--- src/rtl/v3n_pkg.sv ---
package v3n_pkg;

    localparam int UNIT_WIDTH = 16;
    localparam int LEN_WIDTH  = 16;

    typedef struct packed {
        logic [UNIT_WIDTH-1:0] unit_x;
        logic [UNIT_WIDTH-1:0] unit_y;
        logic [UNIT_WIDTH-1:0] unit_z;
        logic [LEN_WIDTH-1:0]  length;
        logic                  is_null;
    } v3n_result_t;

endpackage

--- src/rtl/v3n_sqrt.sv ---
module v3n_sqrt
    import v3n_pkg::*;
#(
    parameter int IN_WIDTH  = 32,
    parameter int OUT_WIDTH = 16,
    parameter int TAG_WIDTH = 1
)
(
    input  logic                 clk,
    input  logic                 rst_n,
    input  logic                 en,
    input  logic                 in_valid,
    input  logic [IN_WIDTH-1:0]  radicand,
    input  logic [TAG_WIDTH-1:0] in_tag,
    output logic                 out_valid,
    output logic [OUT_WIDTH-1:0] root,
    output logic [TAG_WIDTH-1:0] out_tag
);

    // one result bit per stage, restoring square root
    localparam int STAGES = OUT_WIDTH;
    localparam int RW     = OUT_WIDTH + 2;
    localparam int NW     = 2 * OUT_WIDTH;

    logic [NW-1:0]        n_reg   [STAGES+1];
    logic [RW-1:0]        r_reg   [STAGES+1];
    logic [OUT_WIDTH-1:0] q_reg   [STAGES+1];
    logic [TAG_WIDTH-1:0] tag_reg [STAGES+1];
    logic [STAGES:0]      vld_reg;

    always_comb
    begin
        n_reg[0]   = NW'(radicand);
        r_reg[0]   = '0;
        q_reg[0]   = '0;
        tag_reg[0] = in_tag;
        vld_reg[0] = in_valid;
    end

    genvar g;
    generate
        for (g = 0; g < STAGES; g++)
        begin : g_stage
            logic [RW-1:0] trial;
            logic [RW-1:0] rem_shift;
            logic [RW-1:0] r_next;
            logic [OUT_WIDTH-1:0] q_next;

            always_comb
            begin
                rem_shift = {r_reg[g][RW-3:0], n_reg[g][NW-1 -: 2]};
                trial     = {q_reg[g], 2'b01};
                if (rem_shift >= trial)
                begin
                    r_next = rem_shift - trial;
                    q_next = {q_reg[g][OUT_WIDTH-2:0], 1'b1};
                end
                else
                begin
                    r_next = rem_shift;
                    q_next = {q_reg[g][OUT_WIDTH-2:0], 1'b0};
                end
            end

            always_ff @(posedge clk or negedge rst_n)
            begin
                if (!rst_n)
                begin
                    vld_reg[g+1] <= 1'b0;
                end
                else if (en)
                begin
                    vld_reg[g+1] <= vld_reg[g];
                end
            end

            always_ff @(posedge clk)
            begin
                if (en)
                begin
                    n_reg[g+1]   <= {n_reg[g][NW-3:0], 2'b00};
                    r_reg[g+1]   <= r_next;
                    q_reg[g+1]   <= q_next;
                    tag_reg[g+1] <= tag_reg[g];
                end
            end
        end
    endgenerate

    assign out_valid = vld_reg[STAGES];
    assign root      = q_reg[STAGES];
    assign out_tag   = tag_reg[STAGES];

endmodule

--- config.mk ---
export PLATFORM = sky130hd
export DESIGN_NAME = v3n_sqrt
export DESIGN_NICKNAME = d
export VERILOG_FILES = /design/src/rtl/v3n_pkg.sv /design/src/rtl/v3n_sqrt.sv
export SDC_FILE = /design/constraint.sdc
export NUM_CORES = 1
export LEC_CHECK = 0
export BUFFER_PORTS_ARGS = -buffer_cell sky130_fd_sc_hd__clkbuf_2
export CORE_UTILIZATION = 48
export DETAILED_ROUTE_END_ITERATION = 7
export REMOVE_ABC_BUFFERS = 1
export SLEW_MARGIN = 20
export SYNTH_ARGS = -nofsm -noshare
export SYNTH_HDL_FRONTEND = slang
export SYNTH_SLANG_ARGS = --single-unit
--- constraint.sdc ---
create_clock -name clk -period 3.05 [get_ports clk]
set_input_delay 0.61 -clock clk [delete_from_list [all_inputs] [get_ports clk]]
set_output_delay 0.61 -clock clk [all_outputs]
set_load 0.1 [all_outputs]
### Word-level counts from Yosys, hierarchy flattened

Index checks and enable logic that the tools add are counted.

* flip-flop bits (word level): 635
* logic and storage cells: 141

* add/sub/neg operators: 15
* magnitude comparators: 16
* multiplexer cells: 31

Operator list (count)
* 16-bit 2-to-1 mux: 14
* 18-bit by 10-bit greater-or-equal comparator with 1-bit output: 1
* 18-bit by 11-bit greater-or-equal comparator with 1-bit output: 1
* 18-bit by 12-bit greater-or-equal comparator with 1-bit output: 1
* 18-bit by 13-bit greater-or-equal comparator with 1-bit output: 1
* 18-bit by 14-bit greater-or-equal comparator with 1-bit output: 1
* 18-bit by 15-bit greater-or-equal comparator with 1-bit output: 1
* 18-bit by 16-bit greater-or-equal comparator with 1-bit output: 1
* 18-bit by 17-bit greater-or-equal comparator with 1-bit output: 1
* 18-bit by 3-bit greater-or-equal comparator with 1-bit output: 1
* 18-bit by 4-bit greater-or-equal comparator with 1-bit output: 1
* 18-bit by 5-bit greater-or-equal comparator with 1-bit output: 1
* 18-bit by 6-bit greater-or-equal comparator with 1-bit output: 1
* 18-bit by 7-bit greater-or-equal comparator with 1-bit output: 1
* 18-bit by 8-bit greater-or-equal comparator with 1-bit output: 1
* 18-bit by 9-bit greater-or-equal comparator with 1-bit output: 1
* 1-bit 2-to-1 mux: 16
* 16-bit by 10-bit subtractor with 16-bit output: 1
* 16-bit by 11-bit subtractor with 16-bit output: 1
* 16-bit by 12-bit subtractor with 16-bit output: 1
* 16-bit by 13-bit subtractor with 16-bit output: 1
* 16-bit by 14-bit subtractor with 16-bit output: 1
* 16-bit by 15-bit subtractor with 16-bit output: 1
* 16-bit subtractor: 1
* 10 further kinds: 10

### Depth between registers and ports, before layout

Gate-level depths: netlist of run 1.

* word-level depth: 2
* depth in mapped cells: 11

### Worst setup path before layout of run 1

No wires, ideal clock.

* kind: register to register
* start: register r_reg (netlist bit g_stage[14].rem_shift[2])
* end: register r_reg (netlist bit g_stage[15].rem_shift[10]), data pin
* data required time: 2790 ps
* slack: 466 ps
* cell stages (with the launch flop): 10
* path buffers: 1
* arrival: 2324 ps
* cells stage by stage: edfxtp_1 ha_1 nor2b_1 o21ai_0 nand2b_1 a31oi_1 o21ai_1 a21oi_4 buf_4 mux2_2

* cells in the longest elaborated chain, start to end: 2
* elaborated cells on any way between the ends: 3
* those cells by class: add/sub: 1; order compare: 1; mux: 1

Ends and longest elaborated chain
* from (decl): RTL line v3n_sqrt.sv:26 `logic [RW-1:0] r_reg [STAGES+1];`
* from (signal, indexed assignment): RTL line v3n_sqrt.sv:82 `r_reg[g+1] <= r_next;`
* 16-bit subtractor or 18-bit by 16-bit greater-or-equal comparator with 1-bit output (tied branches): RTL line v3n_sqrt.sv:55, v3n_sqrt.sv:53
* 16-bit 2-to-1 mux *: RTL line v3n_sqrt.sv:53 `if (rem_shift >= trial)`
* named net g_stage[14].r_next[8]: RTL line v3n_sqrt.sv:46 `logic [RW-1:0] r_next;`

The timed path passes the listed nets; every way through them passes the cells marked *.
A chain may end at the register's enable or synchronous reset.

### Worst setup path after layout of run 1

* start: register r_reg (netlist bit g_stage[10].rem_shift[2])
* end: register r_reg (netlist bit g_stage[11].rem_shift[16]), data pin

* cells in the longest elaborated chain, start to end: 2
* elaborated cells on any way between the ends: 3
* those cells by class: add/sub: 1; order compare: 1; mux: 1

Ends and longest elaborated chain (RTL line)
* 16-bit by 12-bit subtractor with 16-bit output or 18-bit by 12-bit greater-or-equal comparator with 1-bit output (tied branches): v3n_sqrt.sv:55, v3n_sqrt.sv:53
* 16-bit 2-to-1 mux *: v3n_sqrt.sv:53
* named net g_stage[10].r_next[14]: v3n_sqrt.sv:46

Marks and branches as above.

==> results of run 1 <==
## per-layer routing
metal,routed length (µm),GRT usage
met1,21300,0.214
met2,23300,0.279
met3,2190,0.0289
met4,1530,0.0711
met5,0,0
## cells in the final DEF, fill, tap and decap left out, drive strengths merged, types with 37 or more instances in the layout
cell    Yosys  layout
xnor2      88      88
mux2       57      57
nand2     110     110
o21ai      98      98
a21o       48      48
inv       189     191
nor2      104     104
a21oi     107     107
xor2       61      61
edfxtp    609     609
nor3       47      47
buf        10      37
clkbuf     17     131
ha        149     149
## area by class of cell
class	instances	area, µm²	area share
well taps	765	957	0.0301
clock buffers	78	1740	0.0546
repair buffers	91	711	0.0223
inverters	189	709	0.0223
clock inverters	43	403	0.0127
multi-input cells	1189	8620	0.271
flip-flops and latches	625	18700	0.587
## kinds of logic after synthesis
group	Yosys count
flip-flops	625
AND/OR/NAND/NOR	450
AO/OA/AOI/OAI	373
other	1
multiplexers	67
XOR/XNOR	149
adder cells (fa/ha/maj)	149
buffers and inverters	216
## worst max-delay path, stage by stage, from the launching register on
cell and delay, ns:
edfxtp_1 0.39, ha_1 0.36, nor2b_1 0.15, o21a_1 0.18
o21ai_1 0.30, and3b_1 0.26, o21ai_0 0.18, a2111oi_1 0.48
mux2_2 0.38
## power by group through the flow
stage | registers, µW | logic (µW) | clock network (µW)
after floorplan | 11400 | 2730 | 0
after global placement | 11400 | 3760 | 0
after detailed placement | 11400 | 3840 | 0
after CTS | 11300 | 3880 | 8020
after global routing | 11400 | 4310 | 8360
final | 11200 | 3880 | 7750
## how the worst max path moves through the flow
stage,start,end,depth (start not counted)
final,g_stage[10].rem_shift[2],g_stage[11].rem_shift[16],8
after global routing,g_stage[10].trial[2],g_stage[11].rem_shift[16],9
after detailed placement,g_stage[10].rem_shift[2],g_stage[11].rem_shift[16],8
after CTS,g_stage[10].rem_shift[2],g_stage[11].rem_shift[16],8
after global placement,g_stage[10].rem_shift[2],g_stage[11].rem_shift[16],8
after floorplan,g_stage[9].rem_shift[2],g_stage[10].rem_shift[14],8
## timing repair
| action | in CTS | in global routing |
|---|---|---|
| endpoints found under the hold margin | 16 | 0 |
| endpoints found under the setup margin | 0 | 1 |
| hold buffers | 1 | 0 |
| resized for setup | 0 | 1 |
| setup buffers | 0 | 0 |
## per-stage QoR
step                      hold slack, ns   util
after global placement             0.400  0.513
after CTS                          0.146  0.551
final                              0.183  0.551
after detailed placement           0.405  0.513
after floorplan                    0.314      -
after global routing               0.155  0.551
==> impl_metrics.py, run 1 <==
metrics = {
    "synth": {
        "yosys_warnings": 0,
        "synth_top_area_frac": 0.650,
        "yosys-top-cells-area": "edfxtp_1 65%, ha_1 6.6%, xnor2_1 2.7%, inv_1 2.5%, mux2_2 2.3%",
        "synth_async_sr_flop_share": 0.0256,
        "synth_top_area_cell": "edfxtp_1",
        "synth.most_common_cell": "edfxtp_1",
        "synth.distinct_cells": 75,
        "syn_inst": 2030,
        "ys_seq_elements": 625,
        "yosys.area_share.xor_xnor": 0.0463,
        "synth_area_um2": 28200,
        "synth_edf_count": 609,
        "synth_area_per_cell_um2": 13.9,
        "muxShareOfSynthArea": 0.0264,
        "synthFlopType": "edfxtp_1",
        "synth_common_cells": "609 x edfxtp_1, 187 x inv_1, 149 x ha_1, 110 x nand2_1, 106 x a21oi_1",
        "synth-simple-area-share": 0.0823,
        "seq_area_frac_synth": 0.664,
        "synth_top_family_by_area": "compound AO/OA/AOI/OAI gates",
        "synth_adder_area_share": 0.0662,
        "synth-compound-area-share": 0.0848,
    },
    "timing": {
        "rsz0062_at_grt": "no",
        "post-route-period-util": 0.962,
        "min_period_ns": 2.94,
        "drv_slew": 0,
        "fin_ws_ns": 0.115,
        "slew-limit-headroom": 0.459,
        "hold_violations": 0,
        "clock_skew_ns": 0.0190,
        "worst_pin_slew_ns": 0.791,
        "setup_viol_count_final": 0,
        "fmax_mhz": 341,
        "fin_tns_setup_ns": 0,
    },
    "clock_network": {
        "cts.path.max_buffers": 3,
        "clk_latency_ns": 0.61,
        "cts-root-buf": "clkbuf_16",
        "clock_sinks": 625,
        "cts_tree": "built",
        "h-tree-depth": 3,
        "numCtsBuffers": 68,
        "path_clk_slew_ns": 0.06,
    },
    "job": {
        "maxCapViolCount": 0,
    },
    "drt": {
        "ant_nets": 0,
        "dr.first_iter.drc_count": 969,
        "routed_via_density": 5.28,
        "drc": 0,
        "routed_wl_mm": 48.4,
        "firstDrtPassIters": 5,
        "vias": 15700,
        "avgRoutedWirePerCell_um": 16.2,
    },
    "setup_path": {
        "endpoint_kind": "flop",
        "r2r_end": "g_stage[11].rem_shift[16]",
        "start_kind": "flop",
        "reg2reg_depth": 8,
        "critPathArrivalTime_ns": 3.28,
        "r2r_start": "g_stage[10].rem_shift[2]",
        "r2r_slack_ns": 0.11,
        "crit_type": "flop to flop",
        "crit_fanout": 4,
        "cp.required_ns": 3.39,
    },
    "floorplan": {
        "io_pins": 55,
        "die_w_um": 244,
        "num_rows": 88,
        "core_area_um2": 57800,
        "dieArea_um2": 59600,
        "initial_core_util": 0.487,
        "die_h_um": 244,
    },
    "power": {
        "leakagePower_uw": 0.0124,
        "p_total_uw": 22900,
        "switchingPower_uw": 6030,
        "pwr-share-seq": 0.491,
        "p_per_area_nw_per_um2": 719,
        "vdd_drop_max_uv": 480,
        "p_int_uw": 16800,
        "comb_power_share": 0.169,
        "p_clk_frac": 0.339,
        "sw_frac_of_total": 0.264,
    },
    "global_route": {
        "grt_pass1_wl_mm": 79.8,
        "grt_max_degree": 81,
        "antenna_found_initial": 0,
        "grt_usage": 0.167,
        "grt_pass1_vias": 16000,
        "overflow": 0,
    },
    "final_layout": {
        "antennaDiodeCount": 0,
        "n_fill_cell": 4718,
        "final_cells": 2980,
        "drive_gt1_frac": 0.123,
        "final_area_um2": 31800,
        "finalNetCount": 2350,
        "largest_reg_flops": 247,
        "syn_to_final_growth_pct": 13.0,
    },
    "place": {
        "io_buffers": 54,
        "place_hpwl_mm": 34.1,
        "dpl_cell_area_um2": 29700,
        "place_congestion": 0.904,
        "dp.cells": 2858,
        "dpl_worst_slack_ns": 0.202,
    },
    "hold_path": {
        "worstHoldEndpoint": "n_reg[487]",
        "min_path_type": "input port to flop",
        "whs_path_depth": 1,
        "hp-start": "radicand[5]",
    },
    "run_status": {
        "status": "finished clean",
    },
}
Power figures use the tool's default switching activity.
==> run 2, diff against run 1 <==
RECOVER_POWER = 50   (was not set)
==> run 2 against run 1 <==
  * Final area shrank 0.27%
  * Setup slack lost 0.0013 ns
  * Die area is the same
  * Largest power group unchanged
==> impl_metrics.py, run 2 (same netlist as run 1, synthesis figures left out) <==
metrics = {
    "drt": {
        "firstDrtPassIters": 5,
        "routed_wl_mm": 48.3,
        "drc": 0,
        "dr.first_iter.drc_count": 955,
        "ant_nets": 0,
        "routed_via_density": 5.28,
        "vias": 15700,
        "avgRoutedWirePerCell_um": 16.2,
    },
    "setup_path": {
        "critPathArrivalTime_ns": 3.28,
        "start_kind": "flop",
        "crit_start": "g_stage[10].rem_shift[2]",
        "endpoint_kind": "flop",
        "crit_fanout": 4,
        "r2r_start": "g_stage[10].rem_shift[2]",
        "cp.required_ns": 3.39,
        "crit_type": "flop to flop",
    },
    "final_layout": {
        "final_cells": 2980,
        "drive_gt1_frac": 0.119,
        "multi_input_area_um2": 8620,
        "syn_to_final_growth_pct": 12.7,
        "finalNetCount": 2350,
        "final_common_cell": "edfxtp_1",
        "layout_common_cells": "609 x edfxtp_1, 187 x inv_1, 149 x ha_1",
        "n_fill_cell": 4729,
        "seq_area_um2": 18700,
        "antennaDiodeCount": 0,
        "largest_reg_flops": 247,
    },
    "clock_network": {
        "cts_setup_buffers": 0,
        "cts-root-buf": "clkbuf_16",
        "numCtsBuffers": 68,
        "cts_tree": "built",
        "clock_sinks": 625,
        "path_clk_slew_ns": 0.06,
        "cts.path.max_buffers": 3,
        "h-tree-depth": 3,
        "clk_latency_ns": 0.61,
    },
    "timing": {
        "setup_viol_count_final": 0,
        "slew-limit-headroom": 0.160,
        "hold_violations": 0,
        "worst_pin_slew_ns": 1.26,
        "rsz0062_at_grt": "no",
        "drv_slew": 0,
        "clock_skew_ns": 0.0209,
        "post-route-period-util": 0.963,
        "fin_ws_ns": 0.113,
        "min_period_ns": 2.94,
        "fmax_mhz": 341,
        "fin_tns_setup_ns": 0,
    },
    "global_route": {
        "grt_pass1_wl_mm": 79.8,
        "overflow": 0,
        "antenna_found_initial": 0,
        "grt_usage": 0.167,
        "grt_pass1_vias": 16000,
        "grt_max_degree": 81,
    },
    "place": {
        "place_congestion": 0.904,
        "place_hpwl_mm": 34.1,
        "dpl_worst_slack_ns": 0.202,
        "io_buffers": 54,
        "dp.cells": 2858,
    },
    "floorplan": {
        "core_area_um2": 57800,
        "die_w_um": 244,
        "initial_core_util": 0.487,
        "dieArea_um2": 59600,
        "num_rows": 88,
        "io_pins": 55,
        "die_h_um": 244,
    },
    "run_status": {
        "status": "finished clean",
    },
    "power": {
        "leakagePower_uw": 0.0123,
        "vdd_drop_max_uv": 480,
        "p_per_area_nw_per_um2": 720,
    },
    "hold_path": {
        "hp-start": "radicand[5]",
        "min_path_type": "input port to flop",
    },
    "job": {
        "maxCapViolCount": 0,
    },
}
==> run 2: cell type report <==
cell class,instances,area share
Clock buffer,78,0.0548
Clock inverter,43,0.0127
Inverter,189,0.0223
Multi-Input combinational cell,1189,0.272
Sequential cell,625,0.589
Tap cell,765,0.0302
Timing Repair Buffer,91,0.0197
==> run 2: report_power, final <==
part,internal [µW],switching (µW)
Clock,4410,3340
Sequential,10700,531
Combinational,1710,2150
==> run 2: timing repair <==
item                       4_1_cts  5_1_grt
hold buffers                     1        0
setup endpoints to repair        0        1
resized for setup                0        1
hold endpoints to repair        16        0
==> run 2: path summary, 6_finish.rpt <==
| path | cells after the start | to | slack (ns) |
|---|---|---|---|
| min in group asynchronous | 2 | vld_reg[9] | 0.67 |
| max reg2reg | 8 | g_stage[11].rem_shift[16] | 0.11 |
| min reg2reg | 0 | n_reg[463] | 0.41 |
| min | 1 | n_reg[487] | 0.18 |
| max | 8 | g_stage[11].rem_shift[16] | 0.11 |
| max in group asynchronous | 2 | vld_reg[1] | 1.85 |
==> run 2: worst max-delay path, stage by stage (launching register included) <==
cell       delay [ns]
edfxtp_1         0.39
ha_1             0.36
nor2b_1          0.15
o21a_1           0.18
o21ai_1          0.30
and3b_1          0.26
o21ai_0          0.18
a2111oi_1        0.48
mux2_2           0.38
==> run 2: metal layers <==
layer | up-vias | GRT usage | share of wire | wire length (µm)
li1 | 7782 | - | - | -
met1 | 7551 | 0.214 | 0.44 | 21300
met2 | 304 | 0.279 | 0.48 | 23400
met3 | 100 | 0.0289 | 0.045 | 2190
met4 | 0 | 0.0711 | 0.031 | 1510
met5 | - | 0 | 0 | 0
==> run 2: metrics by stage <==
step	util	area (µm²)	hold WS (ns)	total power [µW]
after global routing	0.549	31700	0.155	24000
after global placement	0.513	29700	0.400	15200
after CTS	0.551	31800	0.146	23200
after detailed placement	0.513	29700	0.405	15300
final	0.549	31700	0.184	22900
after floorplan	-	28000	0.314	14100
